===== src/sfps_pkg.sv =====
`timescale 1ns / 1ps
// Shared constants, codes and the control-store program of the sprite fade/play sequencer.
package sfps_pkg;

  localparam int MAX_FRAMES    = 256;
  localparam int TIME_BITS_DEF = 32;

  localparam int FC_W    = 9;
  localparam int SPD_W   = 16;
  localparam int DLY_W   = 24;
  localparam int DELTA_W = 16;
  localparam int PHASE_W = 3;
  localparam int ALPHA_W = 8;
  localparam int FRAME_W = 8;

  localparam int SPD_SHIFT = 18;
  localparam int LEN_W     = FC_W + SPD_SHIFT;
  localparam int QUO_W     = LEN_W;
  localparam int DCNT_W    = $clog2(QUO_W + 1);
  localparam int ANUM_W    = DLY_W + ALPHA_W;
  localparam int MUL_W     = LEN_W + SPD_W;

  localparam int CFG_IDX_W  = 3;
  localparam int CFG_DATA_W = 24;

  localparam logic [CFG_IDX_W-1:0] REG_FRAME_COUNT   = 3'd0;
  localparam logic [CFG_IDX_W-1:0] REG_PLAY_SPEED    = 3'd1;
  localparam logic [CFG_IDX_W-1:0] REG_PRE_DELAY     = 3'd2;
  localparam logic [CFG_IDX_W-1:0] REG_FADE_IN_TIME  = 3'd3;
  localparam logic [CFG_IDX_W-1:0] REG_POST_DELAY    = 3'd4;
  localparam logic [CFG_IDX_W-1:0] REG_FADE_OUT_TIME = 3'd5;
  localparam logic [CFG_IDX_W-1:0] REG_LOOP_ENABLE   = 3'd6;
  localparam logic [CFG_IDX_W-1:0] REG_RETAIN_AT_END = 3'd7;

  localparam logic OP_TICK    = 1'b0;
  localparam logic OP_RESTART = 1'b1;

  localparam logic [PHASE_W-1:0] PH_PRE_DELAY  = 3'd0;
  localparam logic [PHASE_W-1:0] PH_FADE_IN    = 3'd1;
  localparam logic [PHASE_W-1:0] PH_PLAY       = 3'd2;
  localparam logic [PHASE_W-1:0] PH_POST_DELAY = 3'd3;
  localparam logic [PHASE_W-1:0] PH_FADE_OUT   = 3'd4;
  localparam logic [PHASE_W-1:0] PH_ENDED      = 3'd5;

  localparam int UOP_W = 5;
  localparam logic [UOP_W-1:0] UOP_NOP      = 5'd0;
  localparam logic [UOP_W-1:0] UOP_IDLE     = 5'd1;
  localparam logic [UOP_W-1:0] UOP_DIV_LEN  = 5'd2;
  localparam logic [UOP_W-1:0] UOP_SET_B2   = 5'd3;
  localparam logic [UOP_W-1:0] UOP_SET_B3   = 5'd4;
  localparam logic [UOP_W-1:0] UOP_SET_B4   = 5'd5;
  localparam logic [UOP_W-1:0] UOP_SET_B5   = 5'd6;
  localparam logic [UOP_W-1:0] UOP_END      = 5'd7;
  localparam logic [UOP_W-1:0] UOP_ADD      = 5'd8;
  localparam logic [UOP_W-1:0] UOP_WRAP     = 5'd9;
  localparam logic [UOP_W-1:0] UOP_RES_END  = 5'd10;
  localparam logic [UOP_W-1:0] UOP_RES_PRE  = 5'd11;
  localparam logic [UOP_W-1:0] UOP_DIV_FIN  = 5'd12;
  localparam logic [UOP_W-1:0] UOP_RES_FIN  = 5'd13;
  localparam logic [UOP_W-1:0] UOP_MUL      = 5'd14;
  localparam logic [UOP_W-1:0] UOP_RES_PLAY = 5'd15;
  localparam logic [UOP_W-1:0] UOP_RES_POST = 5'd16;
  localparam logic [UOP_W-1:0] UOP_DIV_FOUT = 5'd17;
  localparam logic [UOP_W-1:0] UOP_RES_FOUT = 5'd18;
  localparam logic [UOP_W-1:0] UOP_EMIT     = 5'd19;
  localparam logic [UOP_W-1:0] UOP_RESTART  = 5'd20;

  localparam int COND_W = 4;
  localparam logic [COND_W-1:0] COND_NEVER    = 4'd0;
  localparam logic [COND_W-1:0] COND_ALWAYS   = 4'd1;
  localparam logic [COND_W-1:0] COND_NO_ITEM  = 4'd2;
  localparam logic [COND_W-1:0] COND_CLEAN    = 4'd3;
  localparam logic [COND_W-1:0] COND_DIV_RUN  = 4'd4;
  localparam logic [COND_W-1:0] COND_RESTART  = 4'd5;
  localparam logic [COND_W-1:0] COND_LT_B1    = 4'd6;
  localparam logic [COND_W-1:0] COND_LT_B2    = 4'd7;
  localparam logic [COND_W-1:0] COND_LT_B3    = 4'd8;
  localparam logic [COND_W-1:0] COND_LT_B4    = 4'd9;
  localparam logic [COND_W-1:0] COND_LT_B5    = 4'd10;
  localparam logic [COND_W-1:0] COND_OUT_FREE = 4'd11;

  localparam int PC_W = 5;
  localparam logic [PC_W-1:0] ST_IDLE      = 5'd0;
  localparam logic [PC_W-1:0] ST_GEOM      = 5'd1;
  localparam logic [PC_W-1:0] ST_DIV_LEN   = 5'd2;
  localparam logic [PC_W-1:0] ST_B2        = 5'd3;
  localparam logic [PC_W-1:0] ST_B3        = 5'd4;
  localparam logic [PC_W-1:0] ST_B4        = 5'd5;
  localparam logic [PC_W-1:0] ST_B5        = 5'd6;
  localparam logic [PC_W-1:0] ST_END       = 5'd7;
  localparam logic [PC_W-1:0] ST_ADD       = 5'd8;
  localparam logic [PC_W-1:0] ST_WRAP      = 5'd9;
  localparam logic [PC_W-1:0] ST_CL1       = 5'd10;
  localparam logic [PC_W-1:0] ST_CL2       = 5'd11;
  localparam logic [PC_W-1:0] ST_CL3       = 5'd12;
  localparam logic [PC_W-1:0] ST_CL4       = 5'd13;
  localparam logic [PC_W-1:0] ST_CL5       = 5'd14;
  localparam logic [PC_W-1:0] ST_R_END     = 5'd15;
  localparam logic [PC_W-1:0] ST_R_PRE     = 5'd16;
  localparam logic [PC_W-1:0] ST_DIV_FIN   = 5'd17;
  localparam logic [PC_W-1:0] ST_WAIT_FIN  = 5'd18;
  localparam logic [PC_W-1:0] ST_R_FIN     = 5'd19;
  localparam logic [PC_W-1:0] ST_MUL       = 5'd20;
  localparam logic [PC_W-1:0] ST_R_PLAY    = 5'd21;
  localparam logic [PC_W-1:0] ST_R_POST    = 5'd22;
  localparam logic [PC_W-1:0] ST_DIV_FOUT  = 5'd23;
  localparam logic [PC_W-1:0] ST_WAIT_FOUT = 5'd24;
  localparam logic [PC_W-1:0] ST_R_FOUT    = 5'd25;
  localparam logic [PC_W-1:0] ST_EMIT      = 5'd26;
  localparam logic [PC_W-1:0] ST_HOLD      = 5'd27;
  localparam logic [PC_W-1:0] ST_RESTART   = 5'd28;

  typedef struct packed {
    logic [UOP_W-1:0]  uop;
    logic [COND_W-1:0] cond;
    logic [PC_W-1:0]   target;
  } uword_t;

  function automatic uword_t ucode(input logic [PC_W-1:0] pc);
    uword_t w;
    w = '{uop: UOP_NOP, cond: COND_ALWAYS, target: ST_IDLE};
    case (pc)
      ST_IDLE:      w = '{uop: UOP_IDLE,     cond: COND_NO_ITEM,  target: ST_IDLE};
      ST_GEOM:      w = '{uop: UOP_NOP,      cond: COND_CLEAN,    target: ST_END};
      ST_DIV_LEN:   w = '{uop: UOP_DIV_LEN,  cond: COND_NEVER,    target: ST_IDLE};
      ST_B2:        w = '{uop: UOP_SET_B2,   cond: COND_DIV_RUN,  target: ST_B2};
      ST_B3:        w = '{uop: UOP_SET_B3,   cond: COND_NEVER,    target: ST_IDLE};
      ST_B4:        w = '{uop: UOP_SET_B4,   cond: COND_NEVER,    target: ST_IDLE};
      ST_B5:        w = '{uop: UOP_SET_B5,   cond: COND_NEVER,    target: ST_IDLE};
      ST_END:       w = '{uop: UOP_END,      cond: COND_RESTART,  target: ST_RESTART};
      ST_ADD:       w = '{uop: UOP_ADD,      cond: COND_NEVER,    target: ST_IDLE};
      ST_WRAP:      w = '{uop: UOP_WRAP,     cond: COND_NEVER,    target: ST_IDLE};
      ST_CL1:       w = '{uop: UOP_NOP,      cond: COND_LT_B1,    target: ST_R_PRE};
      ST_CL2:       w = '{uop: UOP_NOP,      cond: COND_LT_B2,    target: ST_DIV_FIN};
      ST_CL3:       w = '{uop: UOP_NOP,      cond: COND_LT_B3,    target: ST_MUL};
      ST_CL4:       w = '{uop: UOP_NOP,      cond: COND_LT_B4,    target: ST_R_POST};
      ST_CL5:       w = '{uop: UOP_NOP,      cond: COND_LT_B5,    target: ST_DIV_FOUT};
      ST_R_END:     w = '{uop: UOP_RES_END,  cond: COND_ALWAYS,   target: ST_EMIT};
      ST_R_PRE:     w = '{uop: UOP_RES_PRE,  cond: COND_ALWAYS,   target: ST_EMIT};
      ST_DIV_FIN:   w = '{uop: UOP_DIV_FIN,  cond: COND_NEVER,    target: ST_IDLE};
      ST_WAIT_FIN:  w = '{uop: UOP_NOP,      cond: COND_DIV_RUN,  target: ST_WAIT_FIN};
      ST_R_FIN:     w = '{uop: UOP_RES_FIN,  cond: COND_ALWAYS,   target: ST_EMIT};
      ST_MUL:       w = '{uop: UOP_MUL,      cond: COND_NEVER,    target: ST_IDLE};
      ST_R_PLAY:    w = '{uop: UOP_RES_PLAY, cond: COND_ALWAYS,   target: ST_EMIT};
      ST_R_POST:    w = '{uop: UOP_RES_POST, cond: COND_ALWAYS,   target: ST_EMIT};
      ST_DIV_FOUT:  w = '{uop: UOP_DIV_FOUT, cond: COND_NEVER,    target: ST_IDLE};
      ST_WAIT_FOUT: w = '{uop: UOP_NOP,      cond: COND_DIV_RUN,  target: ST_WAIT_FOUT};
      ST_R_FOUT:    w = '{uop: UOP_RES_FOUT, cond: COND_NEVER,    target: ST_IDLE};
      ST_EMIT:      w = '{uop: UOP_EMIT,     cond: COND_OUT_FREE, target: ST_IDLE};
      ST_HOLD:      w = '{uop: UOP_NOP,      cond: COND_ALWAYS,   target: ST_EMIT};
      ST_RESTART:   w = '{uop: UOP_RESTART,  cond: COND_ALWAYS,   target: ST_IDLE};
      default:      w = '{uop: UOP_NOP,      cond: COND_ALWAYS,   target: ST_IDLE};
    endcase
    return w;
  endfunction

endpackage


===== src/sprite_fade_play_sequencer_top.sv =====
`timescale 1ns / 1ps
// Sprite fade/play sequencer: microcoded timeline stepper with shared divider and multiplier.
//
//   channel | ports                                                 | handshake
//   --------+-------------------------------------------------------+-----------------
//   input   | in_op, in_delta_time                                  | in_valid/in_ready
//   result  | out_phase, out_alpha, out_frame_index, out_frame_valid | out_valid/out_ready
//   config  | cfg_index, cfg_wdata                                  | cfg_we, no wait
//
// A tick's path from accept to result is set by the control program: the fade phases run
// the shared 1-bit-per-cycle divider for 8 steps. A restart clears the elapsed time.
// The first item after a write to frame_count, play_speed or a time register also runs
// the 27-step play length divide. Reset is synchronous, no clearing pass.
// A held result stalls the program in its emit step; in_ready is high only in the idle step.
module sprite_fade_play_sequencer_top
  import sfps_pkg::*;
#(
  parameter int TIME_BITS = TIME_BITS_DEF
) (
  input  logic                  clk,
  input  logic                  rst_n,
  input  logic                  in_valid,
  output logic                  in_ready,
  input  logic                  in_op,
  input  logic [DELTA_W-1:0]    in_delta_time,
  output logic                  out_valid,
  input  logic                  out_ready,
  output logic [PHASE_W-1:0]    out_phase,
  output logic [ALPHA_W-1:0]    out_alpha,
  output logic [FRAME_W-1:0]    out_frame_index,
  output logic                  out_frame_valid,
  input  logic                  cfg_we,
  input  logic [CFG_IDX_W-1:0]  cfg_index,
  input  logic [CFG_DATA_W-1:0] cfg_wdata
);

  localparam int CMP_W = (TIME_BITS > LEN_W) ? TIME_BITS : LEN_W;

  logic [FC_W-1:0]      frame_count_r;
  logic [SPD_W-1:0]     play_speed_r;
  logic [DLY_W-1:0]     pre_delay_r;
  logic [DLY_W-1:0]     fade_in_time_r;
  logic [DLY_W-1:0]     post_delay_r;
  logic [DLY_W-1:0]     fade_out_time_r;
  logic                 loop_enable_r;
  logic                 retain_at_end_r;
  logic                 dirty_r;
  logic                 end_pend_r;

  logic [PC_W-1:0]      pc_r;
  logic [PC_W-1:0]      pc_nxt;
  logic                 op_r;
  logic [DELTA_W-1:0]   delta_r;
  logic [TIME_BITS-1:0] elapsed_r;
  logic [LEN_W-1:0]     b2_r;
  logic [LEN_W-1:0]     b3_r;
  logic [LEN_W-1:0]     b4_r;
  logic [LEN_W-1:0]     b5_r;

  logic [DLY_W-1:0]     div_rem_r;
  logic [QUO_W-1:0]     div_quo_r;
  logic [DLY_W-1:0]     div_den_r;
  logic [DCNT_W-1:0]    div_cnt_r;
  logic [MUL_W-1:0]     mul_r;

  logic [PHASE_W-1:0]   res_phase_r;
  logic [ALPHA_W-1:0]   res_alpha_r;
  logic [FRAME_W-1:0]   res_frame_r;
  logic                 res_valid_r;
  logic                 out_valid_r;
  logic [PHASE_W-1:0]   out_phase_r;
  logic [ALPHA_W-1:0]   out_alpha_r;
  logic [FRAME_W-1:0]   out_frame_r;
  logic                 out_fvalid_r;

  uword_t               uw;
  logic                 in_accept;
  logic                 div_run;
  logic                 out_free;
  logic                 cond_true;
  logic [FC_W-1:0]      eff_frames;
  logic [SPD_W-1:0]     eff_speed;
  logic [FRAME_W-1:0]   last_frame;
  logic [CMP_W-1:0]     e_ext;
  logic [CMP_W-1:0]     b1_ext;
  logic [CMP_W-1:0]     b5_ext;
  logic [CMP_W-1:0]     tmax_ext;
  logic [CMP_W-1:0]     bnd_sel;
  logic                 e_lt;
  logic [TIME_BITS:0]   e_sum;
  logic [CMP_W-1:0]     fin_diff;
  logic [CMP_W-1:0]     fout_diff;
  logic [CMP_W-1:0]     play_diff;
  logic [ANUM_W-1:0]    a_num;
  logic [DLY_W:0]       div_trial;
  logic [DLY_W:0]       div_sub;
  logic                 div_ge;
  logic [MUL_W-SPD_SHIFT-1:0] frame_raw;

  assign uw         = ucode(pc_r);
  assign in_ready   = (uw.uop == UOP_IDLE);
  assign in_accept  = in_valid && in_ready;
  assign div_run    = (div_cnt_r != '0);
  assign out_free   = !out_valid_r || out_ready;

  assign eff_frames = (frame_count_r == '0) ? FC_W'(1) :
                      (frame_count_r > FC_W'(MAX_FRAMES)) ? FC_W'(MAX_FRAMES) : frame_count_r;
  assign eff_speed  = (play_speed_r == '0) ? SPD_W'(1) : play_speed_r;
  assign last_frame = FRAME_W'(eff_frames - FC_W'(1));

  assign e_ext      = CMP_W'(elapsed_r);
  assign b1_ext     = CMP_W'(pre_delay_r);
  assign b5_ext     = CMP_W'(b5_r);
  assign tmax_ext   = CMP_W'({TIME_BITS{1'b1}});
  assign e_sum      = {1'b0, elapsed_r} + (TIME_BITS + 1)'(delta_r);
  assign fin_diff   = e_ext - b1_ext;
  assign fout_diff  = b5_ext - e_ext;
  assign play_diff  = e_ext - CMP_W'(b2_r);
  assign frame_raw  = mul_r[MUL_W-1:SPD_SHIFT];

  always_comb begin
    case (uw.cond)
      COND_LT_B1: bnd_sel = b1_ext;
      COND_LT_B2: bnd_sel = CMP_W'(b2_r);
      COND_LT_B3: bnd_sel = CMP_W'(b3_r);
      COND_LT_B4: bnd_sel = CMP_W'(b4_r);
      default:    bnd_sel = b5_ext;
    endcase
  end

  assign e_lt = (e_ext < bnd_sel);

  always_comb begin
    case (uw.cond)
      COND_NEVER:    cond_true = 1'b0;
      COND_ALWAYS:   cond_true = 1'b1;
      COND_NO_ITEM:  cond_true = !in_accept;
      COND_CLEAN:    cond_true = !dirty_r;
      COND_DIV_RUN:  cond_true = div_run;
      COND_RESTART:  cond_true = (op_r == OP_RESTART);
      COND_LT_B1,
      COND_LT_B2,
      COND_LT_B3,
      COND_LT_B4,
      COND_LT_B5:    cond_true = e_lt;
      COND_OUT_FREE: cond_true = out_free;
      default:       cond_true = 1'b0;
    endcase
  end

  assign pc_nxt = cond_true ? uw.target : pc_r + PC_W'(1);

  always_comb begin
    if (uw.uop == UOP_DIV_FOUT) begin
      a_num = {fout_diff[DLY_W-1:0], {ALPHA_W{1'b0}}} - ANUM_W'(fout_diff[DLY_W-1:0]);
    end else begin
      a_num = {fin_diff[DLY_W-1:0], {ALPHA_W{1'b0}}} - ANUM_W'(fin_diff[DLY_W-1:0]);
    end
  end

  assign div_trial = {div_rem_r, div_quo_r[QUO_W-1]};
  assign div_sub   = div_trial - {1'b0, div_den_r};
  assign div_ge    = (div_trial >= {1'b0, div_den_r});

  always_ff @(posedge clk) begin
    if (!rst_n) begin
      pc_r <= ST_IDLE;
    end else begin
      pc_r <= pc_nxt;
    end
  end

  always_ff @(posedge clk) begin
    if (in_accept) begin
      op_r    <= in_op;
      delta_r <= in_delta_time;
    end
  end

  always_ff @(posedge clk) begin
    if (!rst_n) begin
      div_cnt_r <= '0;
    end else if (uw.uop == UOP_DIV_LEN || uw.uop == UOP_DIV_FIN || uw.uop == UOP_DIV_FOUT) begin
      div_cnt_r <= (uw.uop == UOP_DIV_LEN) ? DCNT_W'(QUO_W) : DCNT_W'(ALPHA_W);
    end else if (div_run) begin
      div_cnt_r <= div_cnt_r - DCNT_W'(1);
    end
  end

  always_ff @(posedge clk) begin
    case (uw.uop)
      UOP_DIV_LEN: begin
        div_rem_r <= '0;
        div_quo_r <= {eff_frames, {SPD_SHIFT{1'b0}}};
        div_den_r <= DLY_W'(eff_speed);
      end
      UOP_DIV_FIN, UOP_DIV_FOUT: begin
        div_rem_r <= a_num[ANUM_W-1:ALPHA_W];
        div_quo_r <= {a_num[ALPHA_W-1:0], {(QUO_W - ALPHA_W){1'b0}}};
        div_den_r <= (uw.uop == UOP_DIV_FIN) ? fade_in_time_r : fade_out_time_r;
      end
      default: begin
        if (div_run) begin
          div_rem_r <= div_ge ? div_sub[DLY_W-1:0] : div_trial[DLY_W-1:0];
          div_quo_r <= {div_quo_r[QUO_W-2:0], div_ge};
        end
      end
    endcase
  end

  always_ff @(posedge clk) begin
    case (uw.uop)
      UOP_SET_B2: b2_r <= LEN_W'(pre_delay_r) + LEN_W'(fade_in_time_r);
      UOP_SET_B3: b3_r <= b2_r + div_quo_r;
      UOP_SET_B4: b4_r <= b3_r + LEN_W'(post_delay_r);
      UOP_SET_B5: b5_r <= b4_r + LEN_W'(fade_out_time_r);
      UOP_MUL:    mul_r <= play_diff[LEN_W-1:0] * eff_speed;
      default: begin
      end
    endcase
  end

  always_ff @(posedge clk) begin
    case (uw.uop)
      UOP_END: begin
        if (end_pend_r) begin
          elapsed_r <= (b5_ext > tmax_ext) ? {TIME_BITS{1'b1}} : b5_ext[TIME_BITS-1:0];
        end
      end
      UOP_ADD: begin
        elapsed_r <= e_sum[TIME_BITS] ? {TIME_BITS{1'b1}} : e_sum[TIME_BITS-1:0];
      end
      UOP_WRAP: begin
        if (loop_enable_r && (e_ext > b5_ext)) begin
          elapsed_r <= TIME_BITS'(e_ext - b5_ext);
        end
      end
      UOP_RESTART: elapsed_r <= '0;
      default: begin
      end
    endcase
  end

  always_ff @(posedge clk) begin
    case (uw.uop)
      UOP_RES_PRE: begin
        res_phase_r <= PH_PRE_DELAY;
        res_alpha_r <= '0;
        res_frame_r <= '0;
        res_valid_r <= 1'b1;
      end
      UOP_RES_FIN: begin
        res_phase_r <= PH_FADE_IN;
        res_alpha_r <= div_quo_r[ALPHA_W-1:0];
        res_frame_r <= '0;
        res_valid_r <= 1'b1;
      end
      UOP_RES_PLAY: begin
        res_phase_r <= PH_PLAY;
        res_alpha_r <= '1;
        res_frame_r <= (frame_raw > (MUL_W - SPD_SHIFT)'(last_frame)) ?
                       last_frame : frame_raw[FRAME_W-1:0];
        res_valid_r <= 1'b1;
      end
      UOP_RES_POST: begin
        res_phase_r <= PH_POST_DELAY;
        res_alpha_r <= '1;
        res_frame_r <= last_frame;
        res_valid_r <= 1'b1;
      end
      UOP_RES_FOUT: begin
        res_phase_r <= PH_FADE_OUT;
        res_alpha_r <= div_quo_r[ALPHA_W-1:0];
        res_frame_r <= last_frame;
        res_valid_r <= 1'b1;
      end
      UOP_RES_END: begin
        res_phase_r <= PH_ENDED;
        res_alpha_r <= retain_at_end_r ? '1 : '0;
        res_frame_r <= retain_at_end_r ? last_frame : '0;
        res_valid_r <= retain_at_end_r;
      end
      default: begin
      end
    endcase
  end

  always_ff @(posedge clk) begin
    if (!rst_n) begin
      out_valid_r <= 1'b0;
    end else if (uw.uop == UOP_EMIT && out_free) begin
      out_valid_r <= 1'b1;
    end else if (out_ready) begin
      out_valid_r <= 1'b0;
    end
  end

  always_ff @(posedge clk) begin
    if (uw.uop == UOP_EMIT && out_free) begin
      out_phase_r  <= res_phase_r;
      out_alpha_r  <= res_alpha_r;
      out_frame_r  <= res_frame_r;
      out_fvalid_r <= res_valid_r;
    end
  end

  assign out_valid       = out_valid_r;
  assign out_phase       = out_phase_r;
  assign out_alpha       = out_alpha_r;
  assign out_frame_index = out_frame_r;
  assign out_frame_valid = out_fvalid_r;

  always_ff @(posedge clk) begin
    if (!rst_n) begin
      frame_count_r   <= FC_W'(1);
      play_speed_r    <= SPD_W'(256);
      pre_delay_r     <= '0;
      fade_in_time_r  <= '0;
      post_delay_r    <= '0;
      fade_out_time_r <= '0;
      loop_enable_r   <= 1'b0;
      retain_at_end_r <= 1'b1;
      dirty_r         <= 1'b1;
      end_pend_r      <= 1'b1;
    end else begin
      if (uw.uop == UOP_SET_B5) begin
        dirty_r <= 1'b0;
      end
      if (uw.uop == UOP_END) begin
        end_pend_r <= 1'b0;
      end
      if (cfg_we) begin
        case (cfg_index)
          REG_FRAME_COUNT: begin
            frame_count_r <= cfg_wdata[FC_W-1:0];
            dirty_r       <= 1'b1;
            end_pend_r    <= 1'b1;
          end
          REG_PLAY_SPEED: begin
            play_speed_r <= cfg_wdata[SPD_W-1:0];
            dirty_r      <= 1'b1;
          end
          REG_PRE_DELAY: begin
            pre_delay_r <= cfg_wdata[DLY_W-1:0];
            dirty_r     <= 1'b1;
            end_pend_r  <= 1'b1;
          end
          REG_FADE_IN_TIME: begin
            fade_in_time_r <= cfg_wdata[DLY_W-1:0];
            dirty_r        <= 1'b1;
            end_pend_r     <= 1'b1;
          end
          REG_POST_DELAY: begin
            post_delay_r <= cfg_wdata[DLY_W-1:0];
            dirty_r      <= 1'b1;
            end_pend_r   <= 1'b1;
          end
          REG_FADE_OUT_TIME: begin
            fade_out_time_r <= cfg_wdata[DLY_W-1:0];
            dirty_r         <= 1'b1;
            end_pend_r      <= 1'b1;
          end
          REG_LOOP_ENABLE: loop_enable_r <= cfg_wdata[0];
          REG_RETAIN_AT_END: begin
            retain_at_end_r <= cfg_wdata[0];
            end_pend_r      <= 1'b1;
          end
          default: begin
          end
        endcase
      end
    end
  end

  a_idle_div_quiet: assert property (@(posedge clk) disable iff (!rst_n)
    in_ready |-> div_cnt_r == '0)
    else $error("divider busy while idle");

  a_accept_starts: assert property (@(posedge clk) disable iff (!rst_n)
    in_accept |=> pc_r == ST_GEOM)
    else $error("accepted item did not start the program");

  a_classify_clean: assert property (@(posedge clk) disable iff (!rst_n)
    pc_r == ST_CL1 |-> !dirty_r && !end_pend_r)
    else $error("classify with stale boundaries");

  a_hidden_blank: assert property (@(posedge clk) disable iff (!rst_n)
    out_valid_r && !out_fvalid_r |->
      out_phase_r == PH_ENDED && out_alpha_r == '0 && out_frame_r == '0)
    else $error("hidden result carries a frame");

  a_fade_in_below_full: assert property (@(posedge clk) disable iff (!rst_n)
    out_valid_r && out_phase_r == PH_FADE_IN |-> out_alpha_r != '1)
    else $error("fade-in alpha reached full");

endmodule

===== config.mk =====
export PLATFORM = sky130hd
export DESIGN_NAME = sprite_fade_play_sequencer_top
export DESIGN_NICKNAME = d
export VERILOG_FILES = /design/src/sfps_pkg.sv /design/src/sprite_fade_play_sequencer_top.sv
export SDC_FILE = /design/constraint.sdc
export NUM_CORES = 2
export LEC_CHECK = 0
export BUFFER_PORTS_ARGS = -buffer_cell sky130_fd_sc_hd__buf_2
export CAP_MARGIN = 40
export CORE_ASPECT_RATIO = 0.7
export CORE_MARGIN = 1
export CORE_UTILIZATION = 53
export DETAILED_ROUTE_END_ITERATION = 8
export GPL_TIMING_DRIVEN = 0
export PLACE_DENSITY_LB_ADDON = 0.08
export SYNTH_ARGS = -nofsm -noshare
export SYNTH_HDL_FRONTEND = slang
export SYNTH_SLANG_ARGS = --single-unit

===== constraint.sdc =====
create_clock -name clk -period 21.3 [get_ports clk]
set_input_delay 0 -clock clk [delete_from_list [all_inputs] [get_ports clk]]
set_output_delay 0 -clock clk [all_outputs]
set_load 0.01 [all_outputs]

# [Word-level counts from Yosys, hierarchy flattened]
# Memories as Yosys holds them, arrays and structs flattened. A register that Yosys moved wholly into a read port is not among the register bits.
# Index checks and enable logic that the tools add are counted.
[classes] n_mul=1 n_mux=38 order_cmp=6 add_sub_neg=15 n_eq_ne=40 n_reduce_logical=40
[ops] cell="$mux W32" count=5
[ops] cell="$pmux W32 S4" count=1
[ops] cell="$pmux W27 S4" count=1
[ops] cell="$pmux W24 S2" count=2
[ops] cell="$mux W24" count=3
[ops] cell="$sub A24 B24 Y24" count=3
[ops] cell="$pmux W8 S4" count=2
[ops] cell="$sub A32 B24 Y32" count=2
[ops] cell="$add A27 B24 Y27" count=2
[ops] cell="$pmux W27 S2" count=1
[ops] cell="$mul A27 B16 Y43" count=1
[ops] cell="$eq A5 B4 Y1 const B" count=8
[ops] cell="$add A32 B16 Y33" count=1
[ops] cell="$gt A27 B32 Y1 const B" count=1
[ops] cell="$gt A32 B27 Y1" count=1
[ops] cell="$lt A32 B27 Y1" count=1
[ops] cell="$sub A32 B27 Y32" count=1
[ops] cell="$add A27 B27 Y27" count=1
[ops] cell="$mux W27" count=1
[ops] cell="$sub A27 B27 Y27" count=1
[ops] cell="$add A24 B24 Y25" count=1
[ops] cell="$eq A5 B5 Y1 const B" count=5
[ops] cell="$ge A25 B24 Y1" count=1
[ops] cell="$gt A25 B8 Y1" count=1
[ops] cell="other kinds (39)" count=93
[word_totals] output_inout_bits=22 memories=1 word_cells=173 rom_bits=448 reg_bits=451 input_bits=49
[mem_list] memory="(no name shown)" words=32 word_bits=14 rd=1 rd_ports_with_merged_regs=1 write_ports=0 line_no="sfps_pkg.sv:122" source="case (pc)"

# [Logic depth before layout (Yosys ltp)]
[logic_depth] ltp_word=7 ltp_mapped=38

# [Worst setup path after synthesis]
# Ideal clock, no wire load.
[synth_timing] path_kind="flip-flop to flip-flop" from="reg elapsed_r[0] (netlist: e_ext[0])" to="reg mul_r[42] (data pin)" stages_incl_launch_ff=36 period_less_slack_ns=8.945 arrival_ns=8.686 path_slack_ns=12.355 setup_time_ns=0.260 path_cell_list="edfxtp_1 > inv_1 > ha_1 > inv_1 > fa_1 > a21o_1 > a21o_1 > a21oi_1 > o21a_1 > o221ai_1 > o311ai_1 > a21oi_1 > o41ai_2 > o21bai_1 > xor2_1 > clkbuf_1 > nand2_1 > fa_1 > fa_1 > inv_1 > fa_1 > fa_1 > fa_1 > inv_1 > fa_1 > inv_1 > ha_1 > and2_1 > and3_1 > a32o_1 > a21oi_1 > a311oi_2 > a211oi_1 > o21ai_1 > a21oi_1 > xnor2_1"
[synth_via] elab_chain_len=2
[synth_lines] element="from (decl)" line_no="sprite_fade_play_sequencer_top.sv:54" source="logic [TIME_BITS-1:0] elapsed_r;"
[synth_lines] element="from (signal assigned)" line_no="sprite_fade_play_sequencer_top.sv:227" source="elapsed_r <= (b5_ext > tmax_ext) ? {TIME_BITS{1'b1}} : b5_ext[TIME_BITS-1:0];"
[synth_lines] element="from (signal assigned)" line_no="sprite_fade_play_sequencer_top.sv:231" source="elapsed_r <= e_sum[TIME_BITS] ? {TIME_BITS{1'b1}} : e_sum[TIME_BITS-1:0];"
[synth_lines] element="from (signal assigned)" line_no="sprite_fade_play_sequencer_top.sv:235" source="elapsed_r <= TIME_BITS'(e_ext - b5_ext);"
[synth_lines] element="$sub A27 B27 Y27" line_no="sprite_fade_play_sequencer_top.sv:118" source="assign play_diff = e_ext - CMP_W'(b2_r);"
[synth_lines] element="$mul A27 B16 Y43" line_no="sprite_fade_play_sequencer_top.sv:217" source="UOP_MUL: mul_r <= play_diff[LEN_W-1:0] * eff_speed;"
[synth_lines] element="to (signal assigned)" line_no="sprite_fade_play_sequencer_top.sv:217"
[synth_lines] element="to (decl)" line_no="sprite_fade_play_sequencer_top.sv:64" source="logic [MUL_W-1:0] mul_r;"
# Every way passes these cells.
# A chain may end at the register's enable or synchronous reset.

# [Worst setup path after layout]
# Ends and elaborated chain as after synthesis.

==> results.sh <==
export IMPL_status="finished clean"
export IMPL_timing_max_cap_violations=0
export IMPL_worst_slack_ps=9680
export IMPL_postCtsSetupBuffers=0
export IMPL_cts_root_buf="clkbuf_16"
export IMPL_clk_pin_slew_worst_paths_ps=60
export IMPL_ios=71
export IMPL_post_dp_cell_area_mm2=0.0482
export IMPL_drv_slew=0
export IMPL_dp_cells=6425
export IMPL_slowest_delay_ps=760
export IMPL_synth_top_area_share_pct=19.2
export IMPL_antenna_left=0
export IMPL_yosysTopAreaCell="edfxtp_1"
export IMPL_grt_max_degree=52
export IMPL_vdd_ir_drop_max_mv=0.0844
export IMPL_postSynthCellCount=5173
export IMPL_synth_fp_nets=6006
export IMPL_drtIter0Drc=5139
export IMPL_numPortBuffers=67
export IMPL_yosysSeqAreaShare_pct=25.8
export IMPL_grt_pass1_vias=36792
export IMPL_skew_ps=54.7
export IMPL_final_util_pct=58.7
export IMPL_antenna_found_initial=8
export IMPL_busiest_layer="met1"
export IMPL_final_cell_area_mm2=0.0505
export IMPL_fin_crit_ps=11620
export IMPL_rows=90
export IMPL_synth_distinct_cells=102
export IMPL_rsz0062_at_grt="no"
export IMPL_cpLargestDelayFamily="compound AO/OA/AOI/OAI gates"
export IMPL_synth_avg_cell_area_um2=8.90
export IMPL_grt_usage_pct=36.9
export IMPL_clk_latency_ps=660
export IMPL_fin_nets=6213
export IMPL_tritoncts="yes"
export IMPL_fin_hold_ws_ps=63.9
export IMPL_power_density_mw_per_mm2=89.5
export IMPL_clock_path_buffers=3
export IMPL_initial_core_util_pct=53.5
export IMPL_grtUsageMet2_pct=46.9
export IMPL_synthFlopType="edfxtp_1"
export IMPL_numCtsBuffers=50
export IMPL_hold_path_class="input port to register"
export IMPL_drive_gt1_share_pct=5.16
export IMPL_die_h_um=249
export IMPL_cp_num_buf_inv=6
export IMPL_syn_area_mm2=0.0460
export IMPL_grt_overflow=0
export IMPL_cp_required_ps=21700
export IMPL_async_reset_ff_share_pct=0
export IMPL_global_route_usage_met3_pct=13.0
export IMPL_gp_congestion=1.01
export IMPL_core_area_mm2=0.0860
export IMPL_die_area_mm2=0.0881
export IMPL_cts_max_level=2
export IMPL_clock_sinks=445
export IMPL_dp_hpwl_um=134000
export IMPL_drc=0
export IMPL_p_leak_nw=21.7
export IMPL_p_total_mw=4.52
export IMPL_slew_limit_headroom_pct=23.5
export IMPL_die_w_um=354
export IMPL_cp_arrival_ps=12020
export IMPL_grt_first_pass_wirelength_um=241000
export IMPL_hold_viol_final=0
export IMPL_min_period_over_period_pct=54.5
export IMPL_yosys_warnings=0
export IMPL_fmax_ghz=0.0861
export IMPL_synth_seq_cells=445
export IMPL_endpoint_kind="register"
export IMPL_vias=40053
export IMPL_post_drt_wl_per_cell_um=25.1
export IMPL_crit_path_top_delay_cell="xor2_1"
export IMPL_synth_edf_count=295
export IMPL_critical_path_class="register to register"
export IMPL_setup_viol=0
export IMPL_tightest_slew_ps=1150
export IMPL_area_growth_pct=9.75
export IMPL_via_per_inst=6.09
export IMPL_cpMostUsedCell="fa_1"
export IMPL_fin_cells=6577
export IMPL_dr_pass1_iters=6
export IMPL_yosys_top_cells_area="edfxtp_1, fa_1, ha_1"
export IMPL_cp_max_fo=10
export IMPL_gr_usage_met1_pct=57.8
export IMPL_cp_start_kind="register"
export IMPL_pre_cts_ws_ps=9960
export IMPL_tns_ps=0
export IMPL_drt_total_wl_um=165000
==> layout by cell type, fill, tap and decap left out, types with 58 or more instances in the layout <==
| cell | n |
|---|---|
| inv_1 | 639 |
| o21ai_0 | 191 |
| clkbuf_1 | 198 |
| fa_1 | 357 |
| nor3_1 | 70 |
| xnor2_1 | 185 |
| a21oi_1 | 254 |
| ha_1 | 427 |
| dfxtp_1 | 150 |
| nand2_1 | 733 |
| nand2b_1 | 62 |
| nor2_1 | 214 |
| xor2_1 | 96 |
| and2_1 | 188 |
| a21boi_0 | 129 |
| a22oi_1 | 58 |
| nand3_1 | 96 |
| a21o_1 | 100 |
| edfxtp_1 | 295 |
| buf_2 | 87 |
==> power breakdown <==
part           total [mW]  internal (mW)  switching, mW
clock               0.956          0.546          0.410
combinational        2.30          0.852           1.45
sequential           1.27           1.14          0.128
total                4.52           2.54           1.98
==> per-layer routing <==
layer  vias to the layer above  routed length, um
li1                      18138                  -
met2                      2286              61300
met1                     19406              74500
met5                         -                  0
met4                         0               4480
met3                       223              24500
==> sequential cells by signal, indices dropped and copies added, names as in the netlist, 16 cells and up <==
| register | flops |
|---|---|
| b2_r | 25 |
| b3_r | 27 |
| b4_r | 27 |
| b5_r | 27 |
| delta_r | 16 |
| div_den_r | 24 |
| div_quo_r | 27 |
| div_rem_r | 24 |
| e_ext | 32 |
| fade_in_time_r | 24 |
| fade_out_time_r | 24 |
| mul_r | 25 |
| play_speed_r | 16 |
| post_delay_r | 24 |
| pre_delay_r | 24 |
==> cells by family (layout without fill, tap and decap cells) <==
group                      Yosys count  after routing  synth area share (%)
and+or+nand+nor                   1592           1592                  16.3
other                                0              5                     0
AOI/OAI and AO/OA                 1176           1176                  17.5
DFF                                445            445                  25.8
adders and majority gates          784            784                  27.1
xor gates and xnor gates           284            284                  5.45
buffers and inverters              859           1108                  7.10
muxes                               33             33                 0.772
==> layout make-up <==
class / count / area, um^2
Clock inverter: 26 / 353
Clock buffer: 68 / 1420
Sequential cell: 445 / 11900
Antenna cell: 5 / 12.5
Timing Repair Buffer: 155 / 1200
Fill cell: 7752 / 35500
Buffer: 214 / 843
Tap cell: 1150 / 1440
Multi-Input combinational cell: 3869 / 31000
Inverter: 645 / 2430
==> final timing paths <==
kind / start / end / slack (ps) / cells past startpoint
max: e_ext[0] / mul_r[42] / 9680 / 35
min: in_op / op_r / 60 / 2
max reg2reg: e_ext[0] / mul_r[42] / 9680 / 35
min reg2reg: res_alpha_r[7] / out_alpha[7] / 420 / 0
==> synth_stat cells (40+ instances only) <==
master	instances
dfxtp_1	150
o21bai_1	40
a21oi_1	255
edfxtp_1	295
nor2b_1	55
ha_1	427
clkbuf_1	189
nand3_1	96
inv_1	639
a21o_1	100
nand2b_1	62
a21boi_0	129
xor2_1	96
a22oi_1	58
fa_1	357
xnor2_1	185
o21a_1	47
nand2_1	734
and2_1	188
a31oi_1	46
nor3_1	73
o211ai_1	41
o21ai_0	191
nor2_1	218
==> what timing repair did <==
action                     in CTS  in global routing
setup endpoints to repair       0                  0
hold endpoints to repair      146                  0
gates resized for setup         0                  0
hold buffers                   50                  0
No activity file was read; power rests on OpenSTA's default activity.
